## config.mk

```make
export PLATFORM = sky130hd
export DESIGN_NAME = ata_sector_address_encoder_top
export DESIGN_NICKNAME = d
export VERILOG_FILES = /design/src/hdl/ase_pkg.sv /design/src/hdl/ata_sector_address_encoder_top.sv
export SDC_FILE = /design/constraint.sdc
export NUM_CORES = 2
export LEC_CHECK = 0
export BUFFER_PORTS_ARGS = -buffer_cell sky130_fd_sc_hd__buf_2
export CAP_MARGIN = 20
export CORE_UTILIZATION = 65
export DETAILED_ROUTE_END_ITERATION = 8
export PLACE_DENSITY = 0.82
export RECOVER_POWER = 50
export SLEW_MARGIN = 20
export SYNTH_ARGS = -nofsm -noshare
export SYNTH_HDL_FRONTEND = slang
export SYNTH_SLANG_ARGS = --single-unit
```

## constraint.sdc

```tcl
create_clock -name clk -period 16.26 [get_ports clk]
set_input_delay 3.252 -clock clk [delete_from_list [all_inputs] [get_ports clk]]
set_output_delay 3.252 -clock clk [all_outputs]
set_load 0.02 [all_outputs]
```

## src/hdl/ase_pkg.sv

```systemverilog
// Shared constants, types and divider step functions for the ATA sector address encoder.
`default_nettype none

package ase_pkg;

  // Configuration port geometry.
  localparam int IDX_W  = 3;
  localparam int DATA_W = 32;

  // Configuration register indexes.
  localparam logic [IDX_W-1:0] REG_ID_FLAGS      = 3'd0;
  localparam logic [IDX_W-1:0] REG_TOTAL_SECTORS = 3'd1;
  localparam logic [IDX_W-1:0] REG_CUR_HEADS     = 3'd2;
  localparam logic [IDX_W-1:0] REG_CUR_SECTORS   = 3'd3;
  localparam logic [IDX_W-1:0] REG_CUR_CYLINDERS = 3'd4;
  localparam logic [IDX_W-1:0] REG_DEF_HEADS     = 3'd5;
  localparam logic [IDX_W-1:0] REG_DEF_SECTORS   = 3'd6;
  localparam logic [IDX_W-1:0] REG_DEF_CYLINDERS = 3'd7;

  // Addressing modes.
  localparam logic [1:0] MODE_NONE  = 2'd0;
  localparam logic [1:0] MODE_LBA28 = 2'd1;
  localparam logic [1:0] MODE_CUR   = 2'd2;
  localparam logic [1:0] MODE_DEF   = 2'd3;

  // Result status codes.
  localparam logic [1:0] ST_OK       = 2'd0;
  localparam logic [1:0] ST_NO_DRIVE = 2'd1;
  localparam logic [1:0] ST_RANGE    = 2'd2;

  // Geometry limits and fallbacks.
  localparam logic [28:0] LBA28_LIMIT      = 29'h1000_0000;
  localparam logic [15:0] MAX_HEADS        = 16'd16;
  localparam logic [15:0] MAX_SECTORS      = 16'd255;
  localparam logic [16:0] CYL_DEFAULT      = 17'h1_0000;
  localparam logic [15:0] FALLBACK_HEADS   = 16'd16;
  localparam logic [15:0] FALLBACK_SECTORS = 16'd63;

  // Drive/head register bits.
  localparam logic [7:0] DH_BASE  = 8'hA0;
  localparam logic [7:0] DH_LBA   = 8'h40;
  localparam logic [7:0] DH_SLAVE = 8'h10;

  // Divider shape: LBA below 2^28 split by heads*sectors into a 16-bit cylinder
  // and a 12-bit remainder, then the remainder split by sectors into a 4-bit head.
  localparam int LBA_BITS  = 28;
  localparam int CYL_BITS  = 16;
  localparam int REM_BITS  = LBA_BITS - CYL_BITS;
  localparam int HEAD_BITS = 4;

  // Accept edge to the edge that samples the result strobe.
  localparam int PIPE_LATENCY = 3 + CYL_BITS + HEAD_BITS + 1;

  // Stage 1: chosen geometry.
  typedef struct packed {
    logic        drv;
    logic [1:0]  mode;
    logic [4:0]  hd;
    logic [7:0]  sp;
    logic [11:0] hs;
    logic [16:0] cyl;
    logic [28:0] tlim;
    logic [31:0] lba;
    logic [31:0] cnt;
  } s1_t;

  // Stage 2: sector limit.
  typedef struct packed {
    logic        drv;
    logic [1:0]  mode;
    logic [4:0]  hd;
    logic [7:0]  sp;
    logic [11:0] hs;
    logic [28:0] lim;
    logic [31:0] lba;
    logic [31:0] cnt;
  } s2_t;

  // Stage 3: start compare and headroom.
  typedef struct packed {
    logic        drv;
    logic [1:0]  mode;
    logic [4:0]  hd;
    logic [7:0]  sp;
    logic [11:0] hs;
    logic [28:0] lim;
    logic [31:0] lba;
    logic [31:0] cnt;
    logic        lt;
    logic [28:0] diff;
  } s3_t;

  // Divider stages.
  typedef struct packed {
    logic                drv;
    logic [1:0]          mode;
    logic [1:0]          status;
    logic                rok;
    logic [4:0]          hd;
    logic [7:0]          sp;
    logic [11:0]         hs;
    logic [28:0]         lim;
    logic [LBA_BITS-1:0] lba;
    logic [CYL_BITS-1:0] quo;
    logic [REM_BITS-1:0] rem;
    logic [HEAD_BITS-1:0] low;
    logic [HEAD_BITS-1:0] head;
  } dv_t;

  typedef struct packed {
    logic        q;
    logic [11:0] rem;
  } step12_t;

  typedef struct packed {
    logic       q;
    logic [7:0] rem;
  } step8_t;

  // One restoring division step on a 12-bit remainder.
  function automatic step12_t div_step12(input logic [11:0] rem_in, input logic nbit,
                                         input logic [11:0] dvsr);
    logic [12:0] t;
    step12_t     r;
    t = {rem_in, nbit};
    if (t >= {1'b0, dvsr}) begin
      r.q   = 1'b1;
      r.rem = 12'(t - {1'b0, dvsr});
    end else begin
      r.q   = 1'b0;
      r.rem = t[11:0];
    end
    return r;
  endfunction

  // One restoring division step on an 8-bit remainder.
  function automatic step8_t div_step8(input logic [7:0] rem_in, input logic nbit,
                                       input logic [7:0] dvsr);
    logic [8:0] t;
    step8_t     r;
    t = {rem_in, nbit};
    if (t >= {1'b0, dvsr}) begin
      r.q   = 1'b1;
      r.rem = 8'(t - {1'b0, dvsr});
    end else begin
      r.q   = 1'b0;
      r.rem = t[7:0];
    end
    return r;
  endfunction

endpackage

`default_nettype wire

```

## src/hdl/ata_sector_address_encoder_top.sv

```systemverilog
// Top level of the ATA sector address encoder: geometry selection, range check and task file.
//
// The block takes one transaction per clock and returns each result in order,
// as a one-cycle strobe on out_valid; the receiver cannot stall it and nothing
// inside ever holds off the input, so busy is high only while reset is held and
// for the cycle after.
// The depth is set by the CHS split: a restoring divider by heads*sectors that
// resolves one cylinder bit per stage (16 stages), then a divider by sectors
// that resolves one head bit per stage (4 stages), behind three stages that
// pick the geometry, multiply out the sector limit and compare the range.
// Configuration writes are taken whenever cfg_ready is high and must only be
// issued while no transaction is in flight.
`default_nettype none

module ata_sector_address_encoder_top (
  input  wire logic                        clk,
  input  wire logic                        rst_n,
  // Command channel.
  input  wire logic                        start,
  output logic                             busy,
  input  wire logic                        in_drive_select,
  input  wire logic [31:0]                 in_start_sector,
  input  wire logic [31:0]                 in_sector_count,
  // Configuration channel.
  input  wire logic                        cfg_valid,
  output logic                             cfg_ready,
  input  wire logic [ase_pkg::IDX_W-1:0]   cfg_index,
  input  wire logic [ase_pkg::DATA_W-1:0]  cfg_data,
  // Result channel.
  output logic                             out_valid,
  output logic [1:0]                       out_status,
  output logic [1:0]                       out_addr_mode,
  output logic                             out_range_ok,
  output logic [7:0]                       out_sector_number,
  output logic [7:0]                       out_cylinder_low,
  output logic [7:0]                       out_cylinder_high,
  output logic [7:0]                       out_drive_head,
  output logic [4:0]                       out_heads_used,
  output logic [7:0]                       out_sectors_used,
  output logic [28:0]                      out_sector_limit
);
  import ase_pkg::*;

  // Configuration registers.
  logic [2:0]  id_flags_r;
  logic [31:0] total_sectors_r;
  logic [15:0] cur_heads_r;
  logic [15:0] cur_sectors_r;
  logic [15:0] cur_cylinders_r;
  logic [15:0] def_heads_r;
  logic [15:0] def_sectors_r;
  logic [15:0] def_cylinders_r;

  logic ready_r;
  logic accept;

  // Pipeline registers and valid bits.
  logic                 v1_r, v2_r, v3_r;
  s1_t                  s1_r, s1_nxt;
  s2_t                  s2_r, s2_nxt;
  s3_t                  s3_r, s3_nxt;
  logic [CYL_BITS-1:0]  dv_v_r;
  logic [HEAD_BITS-1:0] hr_v_r;
  dv_t                  dv_first;
  dv_t                  dv_in  [CYL_BITS];
  dv_t                  dv_nxt [CYL_BITS];
  dv_t                  dv_r   [CYL_BITS];
  step12_t              cyl_step [CYL_BITS];
  dv_t                  hr_in  [HEAD_BITS];
  dv_t                  hr_nxt [HEAD_BITS];
  dv_t                  hr_r   [HEAD_BITS];
  step8_t               head_step [HEAD_BITS];

  // Geometry selection terms.
  logic        cur_ok;
  logic        def_fit;
  logic [15:0] def_h16;
  logic [15:0] def_s16;
  logic [28:0] tlim;

  // Output registers.
  logic        out_valid_r;
  logic [1:0]  status_r, status_nxt;
  logic [1:0]  mode_r, mode_nxt;
  logic        rok_r, rok_nxt;
  logic [7:0]  b0_r, b0_nxt;
  logic [7:0]  b1_r, b1_nxt;
  logic [7:0]  b2_r, b2_nxt;
  logic [7:0]  b3_r, b3_nxt;
  logic [4:0]  hd_r, hd_nxt;
  logic [7:0]  sp_r, sp_nxt;
  logic [28:0] lim_r, lim_nxt;
  logic [7:0]  slave_bit;

  // Ready is registered and comes up in the cycle after reset is released.
  always_ff @(posedge clk) begin
    if (!rst_n) begin
      ready_r <= 1'b0;
    end else begin
      ready_r <= 1'b1;
    end
  end

  assign busy      = !ready_r;
  assign cfg_ready = ready_r;
  assign accept    = start && ready_r;

  // Configuration writes.
  always_ff @(posedge clk) begin
    if (!rst_n) begin
      id_flags_r      <= '0;
      total_sectors_r <= '0;
      cur_heads_r     <= '0;
      cur_sectors_r   <= '0;
      cur_cylinders_r <= '0;
      def_heads_r     <= '0;
      def_sectors_r   <= '0;
      def_cylinders_r <= '0;
    end else if (cfg_valid && cfg_ready) begin
      case (cfg_index)
        REG_ID_FLAGS:      id_flags_r      <= cfg_data[2:0];
        REG_TOTAL_SECTORS: total_sectors_r <= cfg_data;
        REG_CUR_HEADS:     cur_heads_r     <= cfg_data[15:0];
        REG_CUR_SECTORS:   cur_sectors_r   <= cfg_data[15:0];
        REG_CUR_CYLINDERS: cur_cylinders_r <= cfg_data[15:0];
        REG_DEF_HEADS:     def_heads_r     <= cfg_data[15:0];
        REG_DEF_SECTORS:   def_sectors_r   <= cfg_data[15:0];
        REG_DEF_CYLINDERS: def_cylinders_r <= cfg_data[15:0];
        default: begin
        end
      endcase
    end
  end

  // Valid bits travel alongside the payload.
  always_ff @(posedge clk) begin
    if (!rst_n) begin
      v1_r        <= 1'b0;
      v2_r        <= 1'b0;
      v3_r        <= 1'b0;
      dv_v_r      <= '0;
      hr_v_r      <= '0;
      out_valid_r <= 1'b0;
    end else begin
      v1_r        <= accept;
      v2_r        <= v1_r;
      v3_r        <= v2_r;
      dv_v_r      <= {dv_v_r[CYL_BITS-2:0], v3_r};
      hr_v_r      <= {hr_v_r[HEAD_BITS-2:0], dv_v_r[CYL_BITS-1]};
      out_valid_r <= hr_v_r[HEAD_BITS-1];
    end
  end

  // Stage 1: pick the addressing mode and geometry, form heads*sectors.
  always_comb begin
    cur_ok = id_flags_r[2] && (cur_heads_r != '0) && (cur_heads_r <= MAX_HEADS) &&
             (cur_sectors_r != '0) && (cur_sectors_r <= MAX_SECTORS) &&
             (cur_cylinders_r != '0);
    def_h16 = (def_heads_r == '0) ? FALLBACK_HEADS : def_heads_r;
    def_s16 = (def_sectors_r == '0) ? FALLBACK_SECTORS : def_sectors_r;
    def_fit = (def_h16 <= MAX_HEADS) && (def_s16 <= MAX_SECTORS);
    if ((total_sectors_r == '0) || (total_sectors_r > {3'd0, LBA28_LIMIT})) begin
      tlim = LBA28_LIMIT;
    end else begin
      tlim = total_sectors_r[28:0];
    end

    s1_nxt      = '0;
    s1_nxt.drv  = in_drive_select;
    s1_nxt.lba  = in_start_sector;
    s1_nxt.cnt  = in_sector_count;
    s1_nxt.tlim = tlim;
    if (!id_flags_r[0]) begin
      s1_nxt.mode = MODE_NONE;
    end else if (id_flags_r[1]) begin
      s1_nxt.mode = MODE_LBA28;
    end else if (cur_ok) begin
      s1_nxt.mode = MODE_CUR;
      s1_nxt.hd   = cur_heads_r[4:0];
      s1_nxt.sp   = cur_sectors_r[7:0];
      s1_nxt.cyl  = {1'b0, cur_cylinders_r};
    end else if (def_fit) begin
      s1_nxt.mode = MODE_DEF;
      s1_nxt.hd   = def_h16[4:0];
      s1_nxt.sp   = def_s16[7:0];
      s1_nxt.cyl  = (def_cylinders_r == '0) ? CYL_DEFAULT : {1'b0, def_cylinders_r};
    end else begin
      s1_nxt.mode = MODE_NONE;
    end
    s1_nxt.hs = 12'({7'd0, s1_nxt.hd} * {4'd0, s1_nxt.sp});
  end

  // Stage 2: sector limit of the chosen mode.
  always_comb begin
    s2_nxt.drv  = s1_r.drv;
    s2_nxt.mode = s1_r.mode;
    s2_nxt.hd   = s1_r.hd;
    s2_nxt.sp   = s1_r.sp;
    s2_nxt.hs   = s1_r.hs;
    s2_nxt.lba  = s1_r.lba;
    s2_nxt.cnt  = s1_r.cnt;
    case (s1_r.mode)
      MODE_NONE:  s2_nxt.lim = '0;
      MODE_LBA28: s2_nxt.lim = s1_r.tlim;
      default:    s2_nxt.lim = 29'({12'd0, s1_r.cyl} * {17'd0, s1_r.hs});
    endcase
  end

  // Stage 3: start against the limit and the headroom left above it.
  always_comb begin
    s3_nxt.drv  = s2_r.drv;
    s3_nxt.mode = s2_r.mode;
    s3_nxt.hd   = s2_r.hd;
    s3_nxt.sp   = s2_r.sp;
    s3_nxt.hs   = s2_r.hs;
    s3_nxt.lim  = s2_r.lim;
    s3_nxt.lba  = s2_r.lba;
    s3_nxt.cnt  = s2_r.cnt;
    s3_nxt.lt   = s2_r.lba < {3'd0, s2_r.lim};
    s3_nxt.diff = s2_r.lim - s2_r.lba[28:0];
  end

  // Entry to the cylinder divider: status, count check, first partial remainder.
  always_comb begin
    dv_first        = '0;
    dv_first.drv    = s3_r.drv;
    dv_first.mode   = s3_r.mode;
    dv_first.hd     = s3_r.hd;
    dv_first.sp     = s3_r.sp;
    dv_first.hs     = s3_r.hs;
    dv_first.lim    = s3_r.lim;
    dv_first.lba    = s3_r.lba[LBA_BITS-1:0];
    dv_first.rem    = s3_r.lba[LBA_BITS-1:CYL_BITS];
    if (s3_r.mode == MODE_NONE) begin
      dv_first.status = ST_NO_DRIVE;
    end else if (!s3_r.lt) begin
      dv_first.status = ST_RANGE;
    end else begin
      dv_first.status = ST_OK;
    end
    dv_first.rok = (s3_r.mode != MODE_NONE) &&
                   ((s3_r.cnt == '0) || (s3_r.lt && (s3_r.cnt <= {3'd0, s3_r.diff})));
  end

  // Cylinder divider: one quotient bit per stage.
  always_comb begin
    dv_in[0] = dv_first;
    for (int k = 1; k < CYL_BITS; k++) begin
      dv_in[k] = dv_r[k-1];
    end
    for (int k = 0; k < CYL_BITS; k++) begin
      cyl_step[k]   = div_step12(dv_in[k].rem, dv_in[k].lba[CYL_BITS-1-k], dv_in[k].hs);
      dv_nxt[k]     = dv_in[k];
      dv_nxt[k].quo = {dv_in[k].quo[CYL_BITS-2:0], cyl_step[k].q};
      dv_nxt[k].rem = cyl_step[k].rem;
    end
  end

  // Head divider: the track remainder split by sectors, one head bit per stage.
  always_comb begin
    hr_in[0]      = dv_r[CYL_BITS-1];
    hr_in[0].rem  = {4'd0, dv_r[CYL_BITS-1].rem[REM_BITS-1:HEAD_BITS]};
    hr_in[0].low  = dv_r[CYL_BITS-1].rem[HEAD_BITS-1:0];
    hr_in[0].head = '0;
    for (int j = 1; j < HEAD_BITS; j++) begin
      hr_in[j] = hr_r[j-1];
    end
    for (int j = 0; j < HEAD_BITS; j++) begin
      head_step[j]   = div_step8(hr_in[j].rem[7:0], hr_in[j].low[HEAD_BITS-1-j], hr_in[j].sp);
      hr_nxt[j]      = hr_in[j];
      hr_nxt[j].head = {hr_in[j].head[HEAD_BITS-2:0], head_step[j].q};
      hr_nxt[j].rem  = {4'd0, head_step[j].rem};
    end
  end

  // Task-file bytes from the last divider stage.
  always_comb begin
    slave_bit  = hr_r[HEAD_BITS-1].drv ? DH_SLAVE : 8'd0;
    status_nxt = hr_r[HEAD_BITS-1].status;
    mode_nxt   = hr_r[HEAD_BITS-1].mode;
    rok_nxt    = hr_r[HEAD_BITS-1].rok;
    hd_nxt     = hr_r[HEAD_BITS-1].hd;
    sp_nxt     = hr_r[HEAD_BITS-1].sp;
    lim_nxt    = hr_r[HEAD_BITS-1].lim;
    if (hr_r[HEAD_BITS-1].status != ST_OK) begin
      b0_nxt = '0;
      b1_nxt = '0;
      b2_nxt = '0;
      b3_nxt = '0;
    end else if (hr_r[HEAD_BITS-1].mode == MODE_LBA28) begin
      b0_nxt = hr_r[HEAD_BITS-1].lba[7:0];
      b1_nxt = hr_r[HEAD_BITS-1].lba[15:8];
      b2_nxt = hr_r[HEAD_BITS-1].lba[23:16];
      b3_nxt = DH_BASE | DH_LBA | slave_bit | {4'd0, hr_r[HEAD_BITS-1].lba[27:24]};
    end else begin
      b0_nxt = hr_r[HEAD_BITS-1].rem[7:0] + 8'd1;
      b1_nxt = hr_r[HEAD_BITS-1].quo[7:0];
      b2_nxt = hr_r[HEAD_BITS-1].quo[15:8];
      b3_nxt = DH_BASE | slave_bit | {4'd0, hr_r[HEAD_BITS-1].head};
    end
  end

  // Payload registers.
  always_ff @(posedge clk) begin
    s1_r <= s1_nxt;
    s2_r <= s2_nxt;
    s3_r <= s3_nxt;
    for (int k = 0; k < CYL_BITS; k++) begin
      dv_r[k] <= dv_nxt[k];
    end
    for (int j = 0; j < HEAD_BITS; j++) begin
      hr_r[j] <= hr_nxt[j];
    end
    status_r <= status_nxt;
    mode_r   <= mode_nxt;
    rok_r    <= rok_nxt;
    b0_r     <= b0_nxt;
    b1_r     <= b1_nxt;
    b2_r     <= b2_nxt;
    b3_r     <= b3_nxt;
    hd_r     <= hd_nxt;
    sp_r     <= sp_nxt;
    lim_r    <= lim_nxt;
  end

  // Result ports.
  assign out_valid         = out_valid_r;
  assign out_status        = status_r;
  assign out_addr_mode     = mode_r;
  assign out_range_ok      = rok_r;
  assign out_sector_number = b0_r;
  assign out_cylinder_low  = b1_r;
  assign out_cylinder_high = b2_r;
  assign out_drive_head    = b3_r;
  assign out_heads_used    = hd_r;
  assign out_sectors_used  = sp_r;
  assign out_sector_limit  = lim_r;

endmodule

`default_nettype wire

```

# Yosys cells after proc, flatten, opt, wreduce, memory -nomap -nowiden
# Memory sizes are Yosys's and may differ from the RTL's.
# Index checks and enable logic that the tools add are counted.
dict set report word_totals {
  out_inout_bits 82
  ramBits 2464
  regBits 641
  in_bits 104
  rom_bits 0
  n_memories 2
  latchBits 0
}
dict set report op_classes {
  muxes 40
  order_cmp 27
  shift 0
  reduce_logical 36
  n_bitwise 4
  div_mod_pow 0
  addsub 22
  eq_ne 9
  n_mul 2
}
# memory depth width rd rd_ports_with_merged_regs write_ports line_no
set memory_table {}
lappend memory_table {dv_r 16 124 16 0 16 ata_sector_address_encoder_top.sv:67} ;# dv_t dv_r [CYL_BITS];
lappend memory_table {hr_r 4 120 4 0 4 ata_sector_address_encoder_top.sv:71} ;# dv_t hr_r [HEAD_BITS];
# cell count
set op_table {}
lappend op_table {{$mux 13} 19}
lappend op_table {{$ge 13x12->1} 16}
lappend op_table {{$sub 12x12->12} 16}
lappend op_table {{$logic_not 32->1} 2}
lappend op_table {{$mux 16} 4}
lappend op_table {{$pmux 29 s2} 1}
lappend op_table {{$logic_not 16->1} 3}
lappend op_table {{$reduce_bool 16->1} 3}
lappend op_table {{$ge 9x8->1} 4}
lappend op_table {{$mux 9} 4}
lappend op_table {{$gt 32x29->1 const B} 1}
lappend op_table {{$le 16x5->1 const B} 2}
lappend op_table {{$le 16x8->1 const B} 2}
lappend op_table {{$le 32x29->1} 1}
lappend op_table {{$lt 32x29->1} 1}
lappend op_table {{$mux 8} 4}
lappend op_table {{$sub 8x8->8} 4}
lappend op_table {{$mul 17x12->29} 1}
lappend op_table {{$sub 29x29->29} 1}
lappend op_table {{$mux 17} 1}
lappend op_table {{$or 8x4->8} 2}
lappend op_table {{$reduce_and 2->1} 8}
lappend op_table {{$mux 15} 1}
lappend op_table {{$eq 3x3->1 const B} 4}
lappend op_table {{other kinds (17)} 35}

# Logic depth before layout (Yosys ltp)
dict set report logic_depth {
  word_depth 10
  depth_mapped 24
}

# Worst setup path after synthesis
# OpenSTA, ideal clock, no wires.
dict set report synth_path {
  path_type {register to register}
  from {register s1_r[115] (netlist name)}
  to {register s2_r[92] (netlist name)}
  n_path_buf 2
  path_stages_with_launch 20
  arrival_time_ps 5238
  setup_slack_ps 10905
  setup_time_ps 117
  t_required_ps 16143
  synth_period_minus_slack_ps 5355
  cell_sequence {dfxtp_1 -> clkbuf_1 -> clkbuf_1 -> nand2_1 -> fa_1 -> inv_1 -> fa_1 -> fa_1 -> fa_1 -> fa_1 -> ha_1 -> nand3_1 -> nand2_1 -> a31o_2 -> o41ai_4 -> nor4_1 -> o41ai_2 -> o21ai_1 -> xnor2_1 -> a22o_1}
}
# item line_no
set synth_rtl {}
lappend synth_rtl {{start: declaration} ata_sector_address_encoder_top.sv:59} ;# s1_t s1_r, s1_nxt;
lappend synth_rtl {{start signal: assignment} ata_sector_address_encoder_top.sv:305} ;# s1_r <= s1_nxt;
lappend synth_rtl {{end signal: assignment} ata_sector_address_encoder_top.sv:306} ;# s2_r <= s2_nxt;
lappend synth_rtl {{end: declaration} ata_sector_address_encoder_top.sv:60} ;# s2_t s2_r, s2_nxt;

==> impl_metrics.yaml <==
run_status:
  outcome: "finished clean"
clock_tree:
  clk_pin_slew_ns: 0.07
  numCtsBuffers: 235
  htree_num_levels: 4
  cts_tree: "built"
  ctsHoldBuffers: 0
  clk_latency_ns: 0.88
  clockBufferDepth: 3
  root_buffer: "clkbuf_16"
  cts_post_setup_buffers_inserted: 0
  cts_resized: 0
  cts_sinks: 2780
hold_path:
  holdPathStages: 0
  min_path_type: "flip-flop to flip-flop"
  worstHoldEndpoint: "dv_r[0][334]"
  hold_start: "dv_r[0][210]"
floorplanning:
  die_h_um: 358
  core_mm2: 0.126
  die_x_um: 358
  initial_core_util_pct: 65.6
  dieArea_mm2: 0.128
  io_pins: 186
  rows: 130
cells_and_area:
  finalNetCount: 7558
  multiInputGateArea_mm2: 0.0241
  syn_to_final_growth_pct: 13.3
  layout-drive-gt1-share_pct: 11.0
  regArea_mm2: 0.0557
  fillerInstances: 7734
global_route:
  grt.total_usage_pct: 25.0
  grt_pass1_wl_um: 250000
  overflow: 0
  grt_pass1_vias: 47050
  grt_max_degree: 92
  antenna_found_initial: 8
logic_synthesis:
  yosysTopAreaCell: "dfxtp_1"
  ys_top_cells_by_area: "dfxtp_1, ha_1, fa_1, nand2_1, inv_1"
  yosysSeqAreaShare_pct: 67.5
  synthMostInstantiatedCell: "dfxtp_1"
  synth_ff_type: "dfxtp_1"
  syn_area_per_cell_um2: 12.5
  syn_inst: 6576
  syn_nets: 7266
  async_reset_ff_share_pct: 0
  yosysUniqueCellTypes: 76
  ys_warn_count: 0
  syn-cell-area_mm2: 0.0825
  ys_seq_elements: 2780
  synth.top_cell.area_share_pct: 67.5
  synth_common_cells: "dfxtp_1, nand2_1, inv_1, ha_1, a21oi_1"
  synth_edf_count: 0
timing:
  worst_slack_ns: 10.25
  rsz0062_at_grt: "false"
  skew_ns: 0.0809
  finalSetupViolations: 0
  slew_violations: 0
  max_slew.worst_pin.slew_ns: 1.11
  post-route-period-util_pct: 36.9
  slew_headroom_pct: 25.7
  clock.fmax_mhz: 166
  tns_ns: 0
  fin_crit_ns: 6.01
  hold_violations: 0
setup_path:
  cp_common_cell: "fa_1"
  reg2regPathDepth: 19
  cp_max_fo: 18
  worst_setup_path_start_kind: "flip-flop"
  reg2reg_from: "s1_r[121]"
  critPathSlowestCell: "dfxtp_1"
  arrival_ns: 6.68
  critPathKind: "flip-flop to flip-flop"
  worstPathCellList: "nand2_1, fa_1, inv_1, fa_1, fa_1, inv_1, fa_1, inv_1, fa_1, ha_1, nand3_1, nor4_1, nor2_1, a21bo_2, o21ai_0, a31oi_1, o21ai_0, xnor2_1, o21ai_0"
  crit_required_ns: 16.93
  critPathTopFamily: "adder cells"
  end_kind: "flip-flop"
  cp.buffers_inverters: 3
  reg2reg_to: "s2_r[91]"
  max_stage_delay_ns: 0.79
  crit_cells: 19
  reg2reg_slack_ns: 10.25
power_and_ir_drop:
  p_leak_nw: 40.0
  ir_worst_vdd_mv: 0.127
  powerDensity_mw_per_mm2: 174
routing:
  antenna_left: 0
  routed_wl_um: 159000
  vias: 45211
  wire_per_inst_um: 18.2
  firstDrtPassIters: 5
  remaining_drc_errors: 0
  drt-initial-drc-count: 2753
  via_per_inst: 5.19
place:
  hpwl_um: 104000
  gp_congestion: 0.882
  io_buffers: 185
  preCtsSetupSlack_ns: 10.29
run:
  drv_cap: 0
[placed cells by master (no fill, tap or decap), types with 13 or more instances in the layout]
| cell | n |
|---|---|
| clkbuf_16 | 235 |
| nor2_1 | 170 |
| a211oi_1 | 44 |
| bufinv_16 | 32 |
| clkinv_2 | 36 |
| a21o_1 | 103 |
| xor2_1 | 69 |
| a21boi_1 | 13 |
| dfxtp_1 | 2780 |
| clkbuf_8 | 43 |
| o31ai_1 | 17 |
| o21bai_1 | 23 |
| nor4_1 | 44 |
| clkbuf_1 | 45 |
| o21a_1 | 15 |
| and3_1 | 16 |
| o21ai_1 | 23 |
| a21oi_1 | 200 |
| and2_1 | 115 |
| xnor2_1 | 139 |
| inv_1 | 565 |
| clkinv_16 | 13 |
| buf_2 | 185 |
| nand2_1 | 593 |
| nand3_1 | 57 |
| fa_1 | 188 |
| o21ai_0 | 127 |
| mux2_2 | 132 |
| or4_1 | 15 |
| nand2b_1 | 60 |
| or2_2 | 14 |
| nor3_1 | 44 |
| ha_1 | 398 |
| nor2b_1 | 83 |
| a21boi_0 | 140 |
| or3_1 | 22 |
| nand4_1 | 60 |
| mux2i_1 | 35 |
[state kept, by name, indices dropped and copies added (netlist names), 16 cells and up]
register and count:
def_heads_r 16, cur_heads_r 16, dv_r 1724, total_sectors_r 32
cur_cylinders_r 16, dv_v_r 16, hr_r 416, out_sector_limit 29
cur_sectors_r 16, def_sectors_r 16, dv_first 85, def_cylinders_r 16
s2_r 121, s3_r 62, s1_r 138
[final cells by class]
| class | instances | area share, % |
|---|---|---|
| diodes | 3 | 0.00804 |
| multi-input cells | 3089 | 25.8 |
| clock buffers | 323 | 7.11 |
| well taps | 1650 | 2.21 |
| inverters | 565 | 2.27 |
| clock inverters | 109 | 1.92 |
| repair buffers | 197 | 1.09 |
| flip-flops and latches | 2780 | 59.6 |
[power breakdown]
group | internal, mW | switching, mW | total [mW]
Combinational | 1.25 | 1.41 | 2.66
Sequential | 7.44 | 0.293 | 7.73
Clock | 3.40 | 2.51 | 5.91
[cells by family (layout without fill, tap and decap cells)]
group	Yosys count	in the layout	share of synthesized area, %
XOR/XNOR	208	208	2.21
AO/OA/AOI/OAI	808	808	6.50
multiplexers	174	174	2.35
buffers and inverters	707	1194	3.34
other	0	3	0
AND/OR/NAND/NOR	1313	1313	7.53
adder cells (fa/ha/maj)	586	586	10.6
flip-flops	2780	2780	67.5
[metal layers]
metal | part of all wire (%) | GRT usage (%) | vias to the layer above | wire, µm
li1 | - | - | 21913 | -
met1 | 41 | 30.2 | 21721 | 64900
met2 | 50 | 43.8 | 1231 | 79900
met3 | 4.9 | 4.12 | 344 | 7730
met4 | 3.9 | 11.1 | 2 | 6140
met5 | 0.0082 | 0 | - | 13
[through the flow]
step / utilization (%) / hold WS, ns / cells / area, µm² / power, mW
2_1_floorplan: - / 0.310 / 6576 / 82500 / 9.79
3_3_place_gp: 67.6 / 0.310 / 8281 / 84900 / 10.3
3_5_place_dp: 67.6 / 0.312 / 8281 / 85000 / 10.4
4_1_cts: 74.3 / 0.258 / 8713 / 93400 / 16.4
5_1_grt: 74.3 / 0.265 / 8715 / 93400 / 17.0
6_report: 74.3 / 0.273 / 8716 / 93400 / 16.3
[worst max path at each step]
| stage | startpoint | to | slack (ns) |
|---|---|---|---|
| 2_1_floorplan | s1_r[115] | s2_r[92] | 10.91 |
| 3_3_place_gp | s1_r[121] | s2_r[91] | 10.34 |
| 3_5_place_dp | s1_r[121] | s2_r[91] | 10.29 |
| 4_1_cts | s1_r[121] | s2_r[91] | 10.26 |
| 5_1_grt | s1_r[121] | s2_r[91] | 9.83 |
| 6_report | s1_r[121] | s2_r[91] | 10.25 |
Power figures use the tool's default switching activity.
